`config.mk`:
```
export PLATFORM = sky130hd
export DESIGN_NAME = pktb_ctrl
export DESIGN_NICKNAME = d
export VERILOG_FILES = /design/src/rtl/per_key_token_bucket_limiter_core_assert.svh /design/src/rtl/pktb_pkg.sv /design/src/rtl/pktb_ctrl.sv
export SDC_FILE = /design/constraint.sdc
export NUM_CORES = 1
export LEC_CHECK = 0
export BUFFER_PORTS_ARGS = -buffer_cell sky130_fd_sc_hd__buf_2
export CORE_AREA = 3 3 40 42
export CTS_CLUSTER_SIZE = 20
export DETAILED_ROUTE_END_ITERATION = 6
export DIE_AREA = 0 0 43 45
export GPL_TIMING_DRIVEN = 0
export PLACE_DENSITY = 0.57
export SLEW_MARGIN = 0
export SYNTH_ARGS = -nofsm -noshare
export SYNTH_HDL_FRONTEND = slang
export SYNTH_SLANG_ARGS = --single-unit
```
`constraint.sdc`:
```
create_clock -name clk -period 2.2 [get_ports clk]
set_input_delay 0.55 -clock clk [delete_from_list [all_inputs] [get_ports clk]]
set_output_delay 0.55 -clock clk [all_outputs]
set_load 0.01 [all_outputs]
```
`src/rtl/per_key_token_bucket_limiter_core_assert.svh`:
```
// Assertion macros for the per-key token bucket limiter.
// Clock clk and active-low reset rst_n must be in scope where they are used.
`ifndef PER_KEY_TOKEN_BUCKET_LIMITER_CORE_ASSERT_SVH
`define PER_KEY_TOKEN_BUCKET_LIMITER_CORE_ASSERT_SVH

`ifndef SYNTHESIS
`define PKTB_ASSERT(lbl, prop) \
    lbl: assert property (@(posedge clk) disable iff (!rst_n) prop) \
        else $error("pktb: property failed");
`else
`define PKTB_ASSERT(lbl, prop)
`endif

`ifndef SYNTHESIS
`define PKTB_ASSERT_NEXT(lbl, ante, cons) \
    lbl: assert property (@(posedge clk) disable iff (!rst_n) (ante) |=> (cons)) \
        else $error("pktb: next-cycle property failed");
`else
`define PKTB_ASSERT_NEXT(lbl, ante, cons)
`endif

`endif

```
`src/rtl/pktb_pkg.sv`:
```
// Shared constants and controller/datapath interface types for the
// per-key token bucket limiter. No dependencies.
package pktb_pkg;

    localparam int TABLE_ENTRIES = 16;
    localparam int IDX_W         = $clog2(TABLE_ENTRIES);

    localparam int KEY_W   = 32;
    localparam int LIMIT_W = 32;
    localparam int TIME_W  = 64;

    // Elapsed time below one second fits in 30 bits.
    localparam int ELAPSED_W = 30;
    localparam int PROD_W    = ELAPSED_W + LIMIT_W;

    // product[61:30] * floor(2^61 / 1e9) >> 31 lands at most three below the quotient
    localparam int RECIP_SHIFT = 61 - ELAPSED_W;

    localparam int IN_DATA_W  = KEY_W + LIMIT_W + TIME_W;
    localparam int OUT_DATA_W = 8;

    localparam logic [TIME_W-1:0]    NS_PER_SECOND = 64'd1_000_000_000;
    localparam logic [ELAPSED_W-1:0] NS_DIVISOR    = 30'd1_000_000_000;
    localparam logic [LIMIT_W-1:0]   NS_RECIP      = 32'd2_305_843_009;
    localparam logic [LIMIT_W-1:0]   NS_X1         = 32'd1_000_000_000;
    localparam logic [LIMIT_W-1:0]   NS_X2         = 32'd2_000_000_000;
    localparam logic [LIMIT_W-1:0]   NS_X3         = 32'd3_000_000_000;

    typedef struct packed {
        logic accept;    // latch request fields
        logic lookup;    // associative match, pick slot
        logic read;      // read entry, compute elapsed
        logic mul;       // elapsed * limit
        logic est;       // reciprocal quotient estimate
        logic back;      // remainder left by the estimate
        logic fix;       // add up to three to the estimate
        logic sum;       // refill and cap tokens
        logic finish;    // write back, age update, load result
    } pktb_cmd_t;

    typedef struct packed {
        logic hit;       // lookup found the key
        logic big;       // elapsed >= one second (valid during read)
        logic out_free;  // result register can take a new result
    } pktb_stat_t;

endpackage

```
`src/rtl/pktb_ctrl.sv`:
```
// Controller state machine for the token bucket limiter.
// Depends on pktb_pkg for command/status types.
module pktb_ctrl
    import pktb_pkg::*;
(
    input  logic       clk,
    input  logic       rst_n,
    input  logic       in_valid,
    output logic       in_ready,
    input  pktb_stat_t stat,
    output pktb_cmd_t  cmd
);

    localparam logic [3:0] ST_IDLE   = 4'd0;
    localparam logic [3:0] ST_LOOKUP = 4'd1;
    localparam logic [3:0] ST_READ   = 4'd2;
    localparam logic [3:0] ST_MUL    = 4'd3;
    localparam logic [3:0] ST_EST    = 4'd4;
    localparam logic [3:0] ST_BACK   = 4'd5;
    localparam logic [3:0] ST_FIX    = 4'd6;
    localparam logic [3:0] ST_SUM    = 4'd7;
    localparam logic [3:0] ST_FINISH = 4'd8;

    logic [3:0] state_reg;
    logic [3:0] state_next;

    assign in_ready = (state_reg == ST_IDLE);

    always_comb
    begin
        state_next = state_reg;
        cmd        = '0;
        unique case (state_reg)
            ST_IDLE:
            begin
                if (in_valid)
                begin
                    cmd.accept = 1'b1;
                    state_next = ST_LOOKUP;
                end
            end
            ST_LOOKUP:
            begin
                cmd.lookup = 1'b1;
                state_next = ST_READ;
            end
            ST_READ:
            begin
                cmd.read = 1'b1;
                priority if (!stat.hit)
                    state_next = ST_FINISH;
                else if (stat.big)
                    state_next = ST_SUM;
                else
                    state_next = ST_MUL;
            end
            ST_MUL:
            begin
                cmd.mul    = 1'b1;
                state_next = ST_EST;
            end
            ST_EST:
            begin
                cmd.est    = 1'b1;
                state_next = ST_BACK;
            end
            ST_BACK:
            begin
                cmd.back   = 1'b1;
                state_next = ST_FIX;
            end
            ST_FIX:
            begin
                cmd.fix    = 1'b1;
                state_next = ST_SUM;
            end
            ST_SUM:
            begin
                cmd.sum    = 1'b1;
                state_next = ST_FINISH;
            end
            ST_FINISH:
            begin
                // hold until the result register is free
                if (stat.out_free)
                begin
                    cmd.finish = 1'b1;
                    state_next = ST_IDLE;
                end
            end
            default:
            begin
                state_next = ST_IDLE;
            end
        endcase
    end

    always_ff @(posedge clk or negedge rst_n)
    begin
        if (!rst_n)
        begin
            state_reg <= ST_IDLE;
        end
        else
        begin
            state_reg <= state_next;
        end
    end

endmodule

```
==> reports/qor.csv, run 1 <==
stage;metric;value;unit
sta;RSZ-0062 raised after global routing;false;
floorplanning;die area;0.001935;mm²
final_layout;Multi-input gate area;185.2;µm²
grt;initial antenna violation count;0;
clocking;TritonCTS clock tree;built;
grt;GRT Util Overall;0.09365;
synthesis;Mapped Cells;35;
pwr;Net Sw Power;307.0;µW
detailed_routing;1st-pass router iterations;1;
detailed_routing;Initial DRC Count;0;
clocking;hold buffers post-CTS;0;
final_layout;fin cells;68;
sta;Post-Route Setup TNS;0;ns
sta;Hold Vio Cnt, Final;0;
synthesis;Yosys reg bits;4;
grt;vias in the first global route;280;
detailed_routing;antenna-violating nets left;0;
synthesis;Synth top area share;0.3150;
placement;HPWL after detailed placement;552.7;µm
critical_path;critical path peak fanout;10;
pwr;worst vdd rail ir drop;0.4670;mV
outcome;outcome;completed;
critical_path;Reg2Reg Setup Slack;1.13;ns
synthesis;Distinct cells, synth;19;
pwr;sequential power share;0.194;
clocking;clock root buffer master;clkbuf_4;
final_layout;share of cells above drive strength 1;0.4906;
sta;Pins Over Slew Limit;0;
final_layout;area delta synth->final;36.61;%
grt;first-pass GRT wire length;1276;µm
final_layout;diode count;0;
clocking;Reg clk slew, reported paths;0.04;ns
critical_path;Critical R2R Launch;state_reg[1]$_DFFE_PN0P_;
floorplanning;Starting Density;0.2473;
critical_path;WP data required;1.65;ns
placement;placed insts;65;
floorplanning;Die X;43;µm
critical_path;Critical Path Source;state_reg[3]$_DFFE_PN0P_;
grt;total congestion overflow;0;
synthesis;Yosys Warn Count;0;
detailed_routing;drt drc;0;
sta;Slew headroom;0.8371;
placement;gpl congestion;0.7263;
critical_path;Setup CP Type;reg2out;
floorplanning;Rows;13;
final_layout;nets;61;
critical_path;FF-to-FF End;state_reg[3]$_DFFE_PN0P_;
synthesis;Seq/Total Area, Yosys;0.3150;
clocking;CTS max path bufs;2;
floorplanning;I/O pins;16;
final_layout;fillers;145;
sta;fin crit share;0.8639;
pwr;Sw Share;0.4597;
critical_path;R2R depth;4;
clocking;CTS sink count;4;
sta;clock skew;0.0005274;ns
detailed_routing;WL final;768;µm
clocking;setup bufs post-CTS;0;
detailed_routing;Vias per Instance;4.603;
synthesis;syn_nets;41;
sta;Fmax;0.5262;GHz
critical_path;Critical Path AT;1.35;ns
synthesis;Mapped Avg Cell Area;9.080;µm²
synthesis;EDFF count, synth;0;
sta;slew of the pin with the lowest slew margin;0.2421;ns
grt;largest net degree at the start of global routing;11;
synthesis;area leader, netlist;dfrtp_1;
critical_path;kind of end point of the critical path;output pin;
run;max-cap violations;0;
placement;# port buffers;15;
synthesis;Synth async-reset ratio;1.000;
worst_hold_path;worst hold path class;in2async;
floorplanning;Core Footprint;0.001285;mm²
critical_path;Worst Setup EP;cmd[4];
pwr;pwr/cell area;1538;mW/mm²
synthesis;Mapped Area;317.8;µm²
synthesis;Main synth FF type;dfrtp_1;
detailed_routing;via count;313;
pwr;Leakage;0.0002129;µW
pwr;Logic pwr share;0.671;
pwr;clock share of power;0.135;
final_layout;register area;100.1;µm²
critical_path;startpoint types;flop;
final_layout;max FFs per register;4;
synthesis;Synth top cells by count;5 x nor3_1, 4 x dfrtp_1, 4 x nor2_1;
clocking;total clock buffers created by CTS;3;
detailed_routing;routed length per instance;11.29;µm
floorplanning;Die Y;45;µm
clocking;Resized cells post-CTS;0;
sta;Final min period;1.901;ns
synthesis;most frequent cell after synthesis;nor3_1;
sta;Setup Viol. Count Final;0;
synthesis;top cells by area, synth;dfrtp_1 31%, nor3_1 7.9%, buf_6 7.1%;
clocking;CTS HTree Levels;1;
clocking;Skew-Pair Late Insertion Delay;0.23;ns
pwr;Pint;360.8;µW
[cell type report]
type                            count  area share
Buffer                              4     0.07493
Multi-Input combinational cell     27      0.4265
Tap cell                           15     0.04323
Clock buffer                        3     0.05187
Timing Repair Buffer               15      0.1729
Sequential cell                     4      0.2305
[power groups by stage]
stage                     registers [µW]  clock network [µW]  logic, µW
after global routing                 134                 105        493
after detailed placement             131                   0        450
final                                130                90.0        448
after CTS                            130                96.6        449
after global placement               131                   0        447
after floorplan                      127                   0        337
[worst min path at each step]
stage | to | startpoint
4_1_cts | state_reg[3]$_DFFE_PN0P_ | rst_n
3_5_place_dp | state_reg[3]$_DFFE_PN0P_ | rst_n
3_3_place_gp | state_reg[3]$_DFFE_PN0P_ | rst_n
2_1_floorplan | state_reg[0]$_DFFE_PN0P_ | rst_n
5_1_grt | state_reg[2]$_DFFE_PN0P_ | rst_n
6_report | state_reg[3]$_DFFE_PN0P_ | rst_n
[logic make-up (layout without fill, tap and decap cells)]
kind of cell,after synthesis,after routing,share of synthesized area
compound gates,8,8,0.2087
buf+inv,4,22,0.1024
flops,4,4,0.3150
simple gates,19,19,0.3740
[layer usage]
layer  GRT usage  vias to the layer above  wire length [µm]
li1            -                      162                 -
met1      0.1171                      139               353
met2      0.1138                       12               338
met3     0.06773                        0                75
met4     0.05422                        0                 0
met5           0                        -                 0
[critical path: stages, from the launching register on]
cell	delay (ns)
dfrtp_1	0.36
buf_2	0.19
nand2b_1	0.25
nor3_1	0.16
buf_2	0.15
[through the flow]
stage | instance area (µm²) | power [µW] | setup slack (ns) | hold slack (ns) | utilization
5_1_grt | 434.2 | 732.6 | 0.2013 | 0.09993 | 0.3379
6_report | 434.2 | 667.8 | 0.2995 | 0.1129 | 0.3379
2_1_floorplan | 317.8 | 463.3 | 0.6076 | 0.2544 | -
3_3_place_gp | 411.6 | 578.5 | 0.5682 | 0.3570 | 0.3204
3_5_place_dp | 411.6 | 581.2 | 0.5515 | 0.3585 | 0.3204
4_1_cts | 434.2 | 676.5 | 0.2898 | 0.1032 | 0.3379
[placed cells by master (no fill, tap or decap)]
cell type,n
a211oi_1,1
a21o_1,1
a21oi_1,2
a21oi_2,1
a311oi_1,1
and2_1,1
buf_2,17
buf_6,2
clkbuf_4,3
dfrtp_1,4
nand2_1,2
nand2b_1,3
nor2_1,4
nor2b_1,1
nor3_1,5
nor3b_2,1
nor4_1,1
nor4_4,1
o21bai_1,1
o32ai_2,1
(Power assumes the default switching activity.)
==> inputs of run 2 (changes only) <==
--- a/config.mk
+++ b/config.mk
@@ -12,6 +12,7 @@
 export DIE_AREA = 0 0 43 45
 export GPL_TIMING_DRIVEN = 0
 export PLACE_DENSITY = 0.57
+export REMOVE_ABC_BUFFERS = 1
 export SLEW_MARGIN = 0
 export SYNTH_ARGS = -nofsm -noshare
 export SYNTH_HDL_FRONTEND = slang
==> reports/qor.csv, run 2 (synthesized netlist as in run 1, its figures left out) <==
stage;metric;value;unit;change
final_layout;fin cells;64;;-5.9%
sta;clock skew;0.004053;ns;+0.003525 ns
detailed_routing;Initial DRC Count;2;;+2
detailed_routing;1st-pass router iterations;2;;+1
detailed_routing;WL final;687;µm;-11%
detailed_routing;Vias per Instance;4.688;;+1.8%
critical_path;startpoint types;flop;;
clocking;setup bufs post-CTS;0;;unchanged
critical_path;WP data required;1.65;ns;about the same
clocking;total clock buffers created by CTS;3;;unchanged
floorplanning;Rows;13;;unchanged
floorplanning;Starting Density;0.2473;;unchanged
sta;fin crit share;0.8702;;+0.006283
final_layout;nets;57;;-6.6%
clocking;TritonCTS clock tree;built;;
floorplanning;Core Footprint;0.001285;mm²;unchanged
final_layout;post-layout util;0.3126;;-0.02532
detailed_routing;antenna-violating nets left;0;;unchanged
sta;Fmax;0.5224;GHz;-0.72%
floorplanning;die area;0.001935;mm²;unchanged
sta;RSZ-0062 raised after global routing;false;;
critical_path;Critical R2R Launch;state_reg[3]$_DFFE_PN0P_;;
sta;Post-Route Setup TNS;0;ns;unchanged
sta;Slew headroom;0.7168;;-0.1203
clocking;Reg clk slew, reported paths;0.04;ns;about the same
critical_path;Worst Setup EP;cmd[4];;
critical_path;CP cell instances;nand2b_1 > nor3_1 > buf_2;;
detailed_routing;via count;300;;-4.2%
clocking;CTS max path bufs;2;;unchanged
final_layout;most frequent cells in the layout;15 x buf_2, 5 x nor3_1, 4 x nor2_1, 4 x dfrtp_1;;
final_layout;share of cells above drive strength 1;0.4490;;-0.04159
grt;total congestion overflow;0;;unchanged
final_layout;diode count;0;;unchanged
grt;first-pass GRT wire length;1138;µm;-11%
run;max-cap violations;0;;unchanged
placement;# port buffers;15;;unchanged
grt;largest net degree at the start of global routing;13;;+2
critical_path;kind of end point of the critical path;output pin;;
detailed_routing;drt drc;0;;unchanged
pwr;pwr/cell area;1501;mW/mm²;-2.4%
floorplanning;Die X;43;µm;unchanged
critical_path;Crit path largest cell delay;0.59;ns;+0.23 ns
grt;initial antenna violation count;0;;unchanged
sta;Setup Viol. Count Final;0;;unchanged
critical_path;Reg2Reg Setup Slack;1.01;ns;-0.12 ns
floorplanning;I/O pins;16;;unchanged
sta;Pins Over Slew Limit;0;;unchanged
final_layout;area delta synth->final;26.38;%;
critical_path;critical path peak fanout;11;;+1
sta;Hold Vio Cnt, Final;0;;unchanged
critical_path;Slowest cell on crit path;dfrtp_1;;
critical_path;Critical Path AT;1.36;ns;about the same
clocking;hold buffers post-CTS;0;;unchanged
outcome;outcome;completed;;
critical_path;Setup CP Type;reg2out;;
final_layout;max FFs per register;4;;unchanged
critical_path;FF-to-FF End;state_reg[3]$_DFFE_PN0P_;;
critical_path;Critical Path Source;state_reg[2]$_DFFE_PN0P_;;
placement;HPWL after detailed placement;500;µm;-9.5%
grt;GRT Util Overall;0.08180;;-0.01184
detailed_routing;routed length per instance;10.73;µm;-5.0%
sta;hold_ws;0.1114;ns;-0.001454 ns
clocking;CTS sink count;4;;unchanged
clocking;clock root buffer master;clkbuf_4;;
floorplanning;Die Y;45;µm;unchanged
final_layout;final instance area;401.6;µm²;-7.5%
clocking;Skew-Pair Late Insertion Delay;0.23;ns;about the same
grt;vias in the first global route;257;;-8.2%
placement;Post-DP Area;379.1;µm²;-7.9%
critical_path;R2R depth;3;;-1
clocking;Resized cells post-CTS;0;;unchanged
pwr;worst vdd rail ir drop;0.7051;mV;+51%
pwr;Leakage;0.0001914;µW;-10%
placement;gpl congestion;0.6435;;-11%
final_layout;most common library cell in the layout ignoring fill and taps;buf_2;;
worst_hold_path;worst hold path class;in2async;;
sta;Final min period;1.914;ns;+0.01382 ns
clocking;CTS HTree Levels;1;;unchanged
placement;placed insts;61;;-6.2%
sta;slew of the pin with the lowest slew margin;0.4248;ns;+0.1826 ns
[run 2: cell count changes in the layout (fill, tap and decap cells not counted), sizes merged]
cell and change:
buf -4
[run 2: stage by stage]
step	total power [µW]	setup slack, ns
floorplan	408.3	0.6097
global placement	516.0	0.5458
detailed placement	520.2	0.5206
CTS	615.3	0.2586
global route	662.2	0.1579
finish	602.9	0.2857
[run 2: worst min-delay path by stage]
stage                     startpoint                  endpoint  slack [ns]  cells after the start
after detailed placement       rst_n  state_reg[1]$_DFFE_PN0P_        0.36                      1
final                          rst_n  state_reg[0]$_DFFE_PN0P_        0.11                      1
after global routing           rst_n  state_reg[1]$_DFFE_PN0P_        0.10                      1
after floorplan                rst_n  state_reg[0]$_DFFE_PN0P_        0.25                      0
after CTS                      rst_n  state_reg[0]$_DFFE_PN0P_        0.10                      1
after global placement         rst_n  state_reg[1]$_DFFE_PN0P_        0.36                      1
[run 2: worst max-delay path, delay by kind of cell (launching register included)]
family / cells / cell delay (ns)
and+or+nand+nor: 2 / 0.38
DFF: 1 / 0.59
buffers and inverters: 1 / 0.16
[run 2: per-layer routing]
metal | track usage | wire length (µm) | up-vias
met5 | 0 | 0 | -
li1 | - | - | 154
met1 | 0.09951 | 303 | 132
met4 | 0.01807 | 4 | 0
met3 | 0.06375 | 69 | 2
met2 | 0.1138 | 309 | 12
[run 2: final cells by class]
cell class                 count  area (µm²)
multi-input combinational     27       185.2
clock buffer                   3       22.52
sequential                     4       100.1
timing repair buffer          15       75.07
tap                           15       18.77
fill                         139       883.3
[run 2: power breakdown]
group / internal [µW] / total, µW / switching [µW] / leakage, µW
combinational: 144 / 279 / 135 / 0.000128
clock: 60.8 / 88.4 / 27.6 / 0.0000138
sequential: 109 / 235 / 126 / 0.0000501
total: 314 / 603 / 289 / 0.000191
==> inputs of run 3 (changes only) <==
--- a/config.mk
+++ b/config.mk
@@ -5,6 +5,7 @@
 export SDC_FILE = /design/constraint.sdc
 export NUM_CORES = 1
 export LEC_CHECK = 0
+export ABC_AREA = 1
 export BUFFER_PORTS_ARGS = -buffer_cell sky130_fd_sc_hd__buf_2
 export CORE_AREA = 3 3 40 42
 export CTS_CLUSTER_SIZE = 20
==> reports/qor.csv, run 3 <==
stage;metric;value;unit;change
synthesis;Mapped Area;316.6;µm²;-0.39%
synthesis;Adder-Cell Fraction of Synth Area;0;;unchanged
clocking;hold buffers post-CTS;0;;unchanged
worst_hold_path;worst hold path class;in2async;;
synthesis;most frequent cell after synthesis;inv_1;;
floorplanning;Starting Density;0.2463;;-0.0009736
critical_path;WP depth;4;;+1
synthesis;Synth top cells by count;7 x inv_1, 5 x nand2_1, 5 x nand3_1, 5 x nor2_1, 4 x dfrtp_1;;
critical_path;kind of end point of the critical path;output pin;;
sta;Hold Vio Cnt, Final;0;;unchanged
outcome;outcome;completed;;
placement;Post-DP Area;410.4;µm²;+8.3%
floorplanning;I/O pins;16;;unchanged
critical_path;Critical R2R Launch;state_reg[2]$_DFFE_PN0P_;;
final_layout;most frequent cells in the layout;15 x buf_2, 7 x inv_1, 5 x nor2_1, 5 x nand2_1, 5 x nand3_1;;
synthesis;area share of and/or/nand/nor cells after synthesis;0.5257;;+0.1517
clocking;setup bufs post-CTS;0;;unchanged
sta;Pins Over Slew Limit;0;;unchanged
sta;fin crit share;0.8198;;-0.05032
synthesis;Synth top area share;0.3162;;+0.001245
grt;initial antenna violation count;0;;unchanged
clocking;clock root buffer master;clkbuf_4;;
synthesis;Yosys reg bits;4;;unchanged
clocking;TritonCTS clock tree;built;;
detailed_routing;routed length per instance;9.500;µm;-11%
critical_path;Critical Path AT;1.25;ns;-0.11 ns
detailed_routing;1st-pass router iterations;4;;+2
placement;HPWL after detailed placement;621.4;µm;+24%
synthesis;Main synth FF type;dfrtp_1;;
final_layout;max FFs per register;4;;unchanged
clocking;Skew-Pair Late Insertion Delay;0.23;ns;about the same
floorplanning;Die Y;45;µm;unchanged
detailed_routing;antenna-violating nets left;0;;unchanged
pwr;Logic pwr share;0.596;;+0.133
pwr;pwr/cell area;1475;mW/mm²;-1.7%
clocking;CTS max path bufs;2;;unchanged
sta;clock skew;0.003589;ns;-0.0004634 ns
final_layout;final instance area;432.9;µm²;+7.8%
sta;Final min period;1.804;ns;-0.1107 ns
detailed_routing;WL final;741;µm;+7.9%
synthesis;Compound-Gate Fraction of Synth Area;0.02767;;-0.1810
synthesis;Yosys Warn Count;0;;unchanged
placement;gpl congestion;0.7813;;+21%
critical_path;Worst Setup EP;cmd[0];;
synthesis;largest family of logic cells by synthesized area;simple AND/OR/NAND/NOR gates;;
critical_path;Setup CP Type;reg2out;;
synthesis;post-synthesis mux area share;0;;unchanged
final_layout;most common library cell in the layout ignoring fill and taps;buf_2;;
grt;GRT Util Overall;0.08696;;+0.005154
synthesis;Synth async-reset ratio;1.000;;unchanged
grt;vias in the first global route;291;;+13%
critical_path;WP data required;1.65;ns;about the same
grt;total congestion overflow;0;;unchanged
floorplanning;die area;0.001935;mm²;unchanged
floorplanning;Core Footprint;0.001285;mm²;unchanged
pwr;Net Sw Power;325.1;µW;+12%
synthesis;top cells by area, synth;dfrtp_1 32%, inv_1 8.3%, nand3_1 7.9%;;
synthesis;Mapped Avg Cell Area;7.035;µm²;-23%
sta;Slew headroom;0.8117;;+0.09489
synthesis;Distinct cells, synth;17;;-2
critical_path;Crit path largest cell delay;0.44;ns;-0.15 ns
synthesis;EDFF count, synth;0;;unchanged
detailed_routing;drt drc;0;;unchanged
sta;Post-Route Setup TNS;0;ns;unchanged
sta;RSZ-0062 raised after global routing;false;;
critical_path;startpoint types;flop;;
floorplanning;Rows;13;;unchanged
critical_path;worst path bufs/invs;2;;+1
synthesis;xor/xnor share of the synthesized area;0;;unchanged
detailed_routing;Initial DRC Count;9;;+7
detailed_routing;via count;347;;+16%
critical_path;R2R depth;5;;+2
detailed_routing;Vias per Instance;4.449;;-5.1%
pwr;worst vdd rail ir drop;0.5316;mV;-25%
clocking;Resized cells post-CTS;0;;unchanged
clocking;CTS HTree Levels;1;;unchanged
final_layout;area delta synth->final;36.76;%;
sta;Setup Viol. Count Final;0;;unchanged
synthesis;Seq/Total Area, Yosys;0.3162;;+0.001245
clocking;total clock buffers created by CTS;3;;unchanged
critical_path;CP cell instances;nor2_2 > inv_2 > nor4_2 > buf_2;;
final_layout;diode count;0;;unchanged
grt;first-pass GRT wire length;1173;µm;+3.1%
final_layout;nets;71;;+25%
sta;Worst Setup Slack, final;0.3964;ns;+0.1107 ns
critical_path;CP delay by family, top;flip-flops;;
final_layout;share of cells above drive strength 1;0.4603;;+0.01134
critical_path;Slowest cell on crit path;dfrtp_1;;
sta;slew of the pin with the lowest slew margin;0.2824;ns;-0.1423 ns
critical_path;critical path peak fanout;7;;-4
critical_path;Critical Path Source;state_reg[0]$_DFFE_PN0P_;;
placement;pre-CTS setup slack;0.6189;ns;+0.09831 ns
pwr;Pint;313.6;µW;about the same
run;max-cap violations;0;;unchanged
clocking;Reg clk slew, reported paths;0.04;ns;about the same
pwr;Leakage;0.0002556;µW;+34%
pwr;clock share of power;0.136;;-0.011
sta;Fmax;0.5544;GHz;+6.1%
clocking;CTS sink count;4;;unchanged
critical_path;FF-to-FF End;state_reg[0]$_DFFE_PN0P_;;
critical_path;Reg2Reg Setup Slack;1.15;ns;+0.14 ns
placement;# port buffers;15;;unchanged
synthesis;area leader, netlist;dfrtp_1;;
pwr;Sw Share;0.5090;;+0.02937
synthesis;Mapped Cells;45;;+29%
grt;largest net degree at the start of global routing;8;;-5
pwr;sequential power share;0.268;;-0.123
floorplanning;Die X;43;µm;unchanged
[run 3: per-stage QoR]
| stage | hold WS (ns) | total power (µW) | instances | utilization |
|---|---|---|---|---|
| 2_1_floorplan | 0.2544 | 440.0 | 45 | - |
| 3_3_place_gp | 0.3547 | 554.0 | 75 | 0.3194 |
| 3_5_place_dp | 0.3558 | 556.2 | 75 | 0.3194 |
| 4_1_cts | 0.1041 | 651.4 | 78 | 0.3369 |
| 5_1_grt | 0.1039 | 706.7 | 78 | 0.3369 |
| 6_report | 0.1139 | 638.7 | 78 | 0.3369 |
[run 3: cell type report]
cell class	count	area, µm²
tap	15	18.77
inverter	11	41.29
fill	150	852.1
multi-input combinational	30	175.2
clock buffer	3	22.52
timing repair buffer	15	75.07
sequential	4	100.1
[run 3: kinds of logic (layout without fill, tap and decap cells)]
group                  count (synthesis)  in the layout
AO/OA/AOI/OAI                          1              1
buffers and inverters                 11             29
flip-flops                             4              4
AND/OR/NAND/NOR                       29             29
[run 3: worst min path at each step]
stage,startpoint,endpoint
after global placement,rst_n,state_reg[3]$_DFFE_PN0P_
after floorplan,rst_n,state_reg[0]$_DFFE_PN0P_
final,rst_n,state_reg[0]$_DFFE_PN0P_
after detailed placement,rst_n,state_reg[0]$_DFFE_PN0P_
after CTS,rst_n,state_reg[0]$_DFFE_PN0P_
after global routing,rst_n,state_reg[0]$_DFFE_PN0P_
[run 3: worst reg2reg max path: cells and delay by family (launching register included)]
family,cells,cell delay (ns)
buf+inv,1,0.04
flops,1,0.46
compound gates,1,0.10
simple gates,3,0.38
[run 3: per-layer routing]
| metal | vias to the layer above | GRT usage | routed length, µm |
|---|---|---|---|
| li1 | 180 | - | - |
| met1 | 155 | 0.09512 | 343 |
| met2 | 12 | 0.1317 | 324 |
| met3 | 0 | 0.07171 | 72 |
| met4 | 0 | 0.01807 | 0 |
| met5 | - | 0 | 0 |
[run 3: power by group through the flow]
stage | Sequential, µW | Combinational, µW | Clock [µW]
2_1_floorplan | 159 | 281 | 0
3_3_place_gp | 171 | 383 | 0
3_5_place_dp | 171 | 385 | 0
4_1_cts | 170 | 388 | 93.4
5_1_grt | 177 | 426 | 104
6_report | 171 | 381 | 86.8
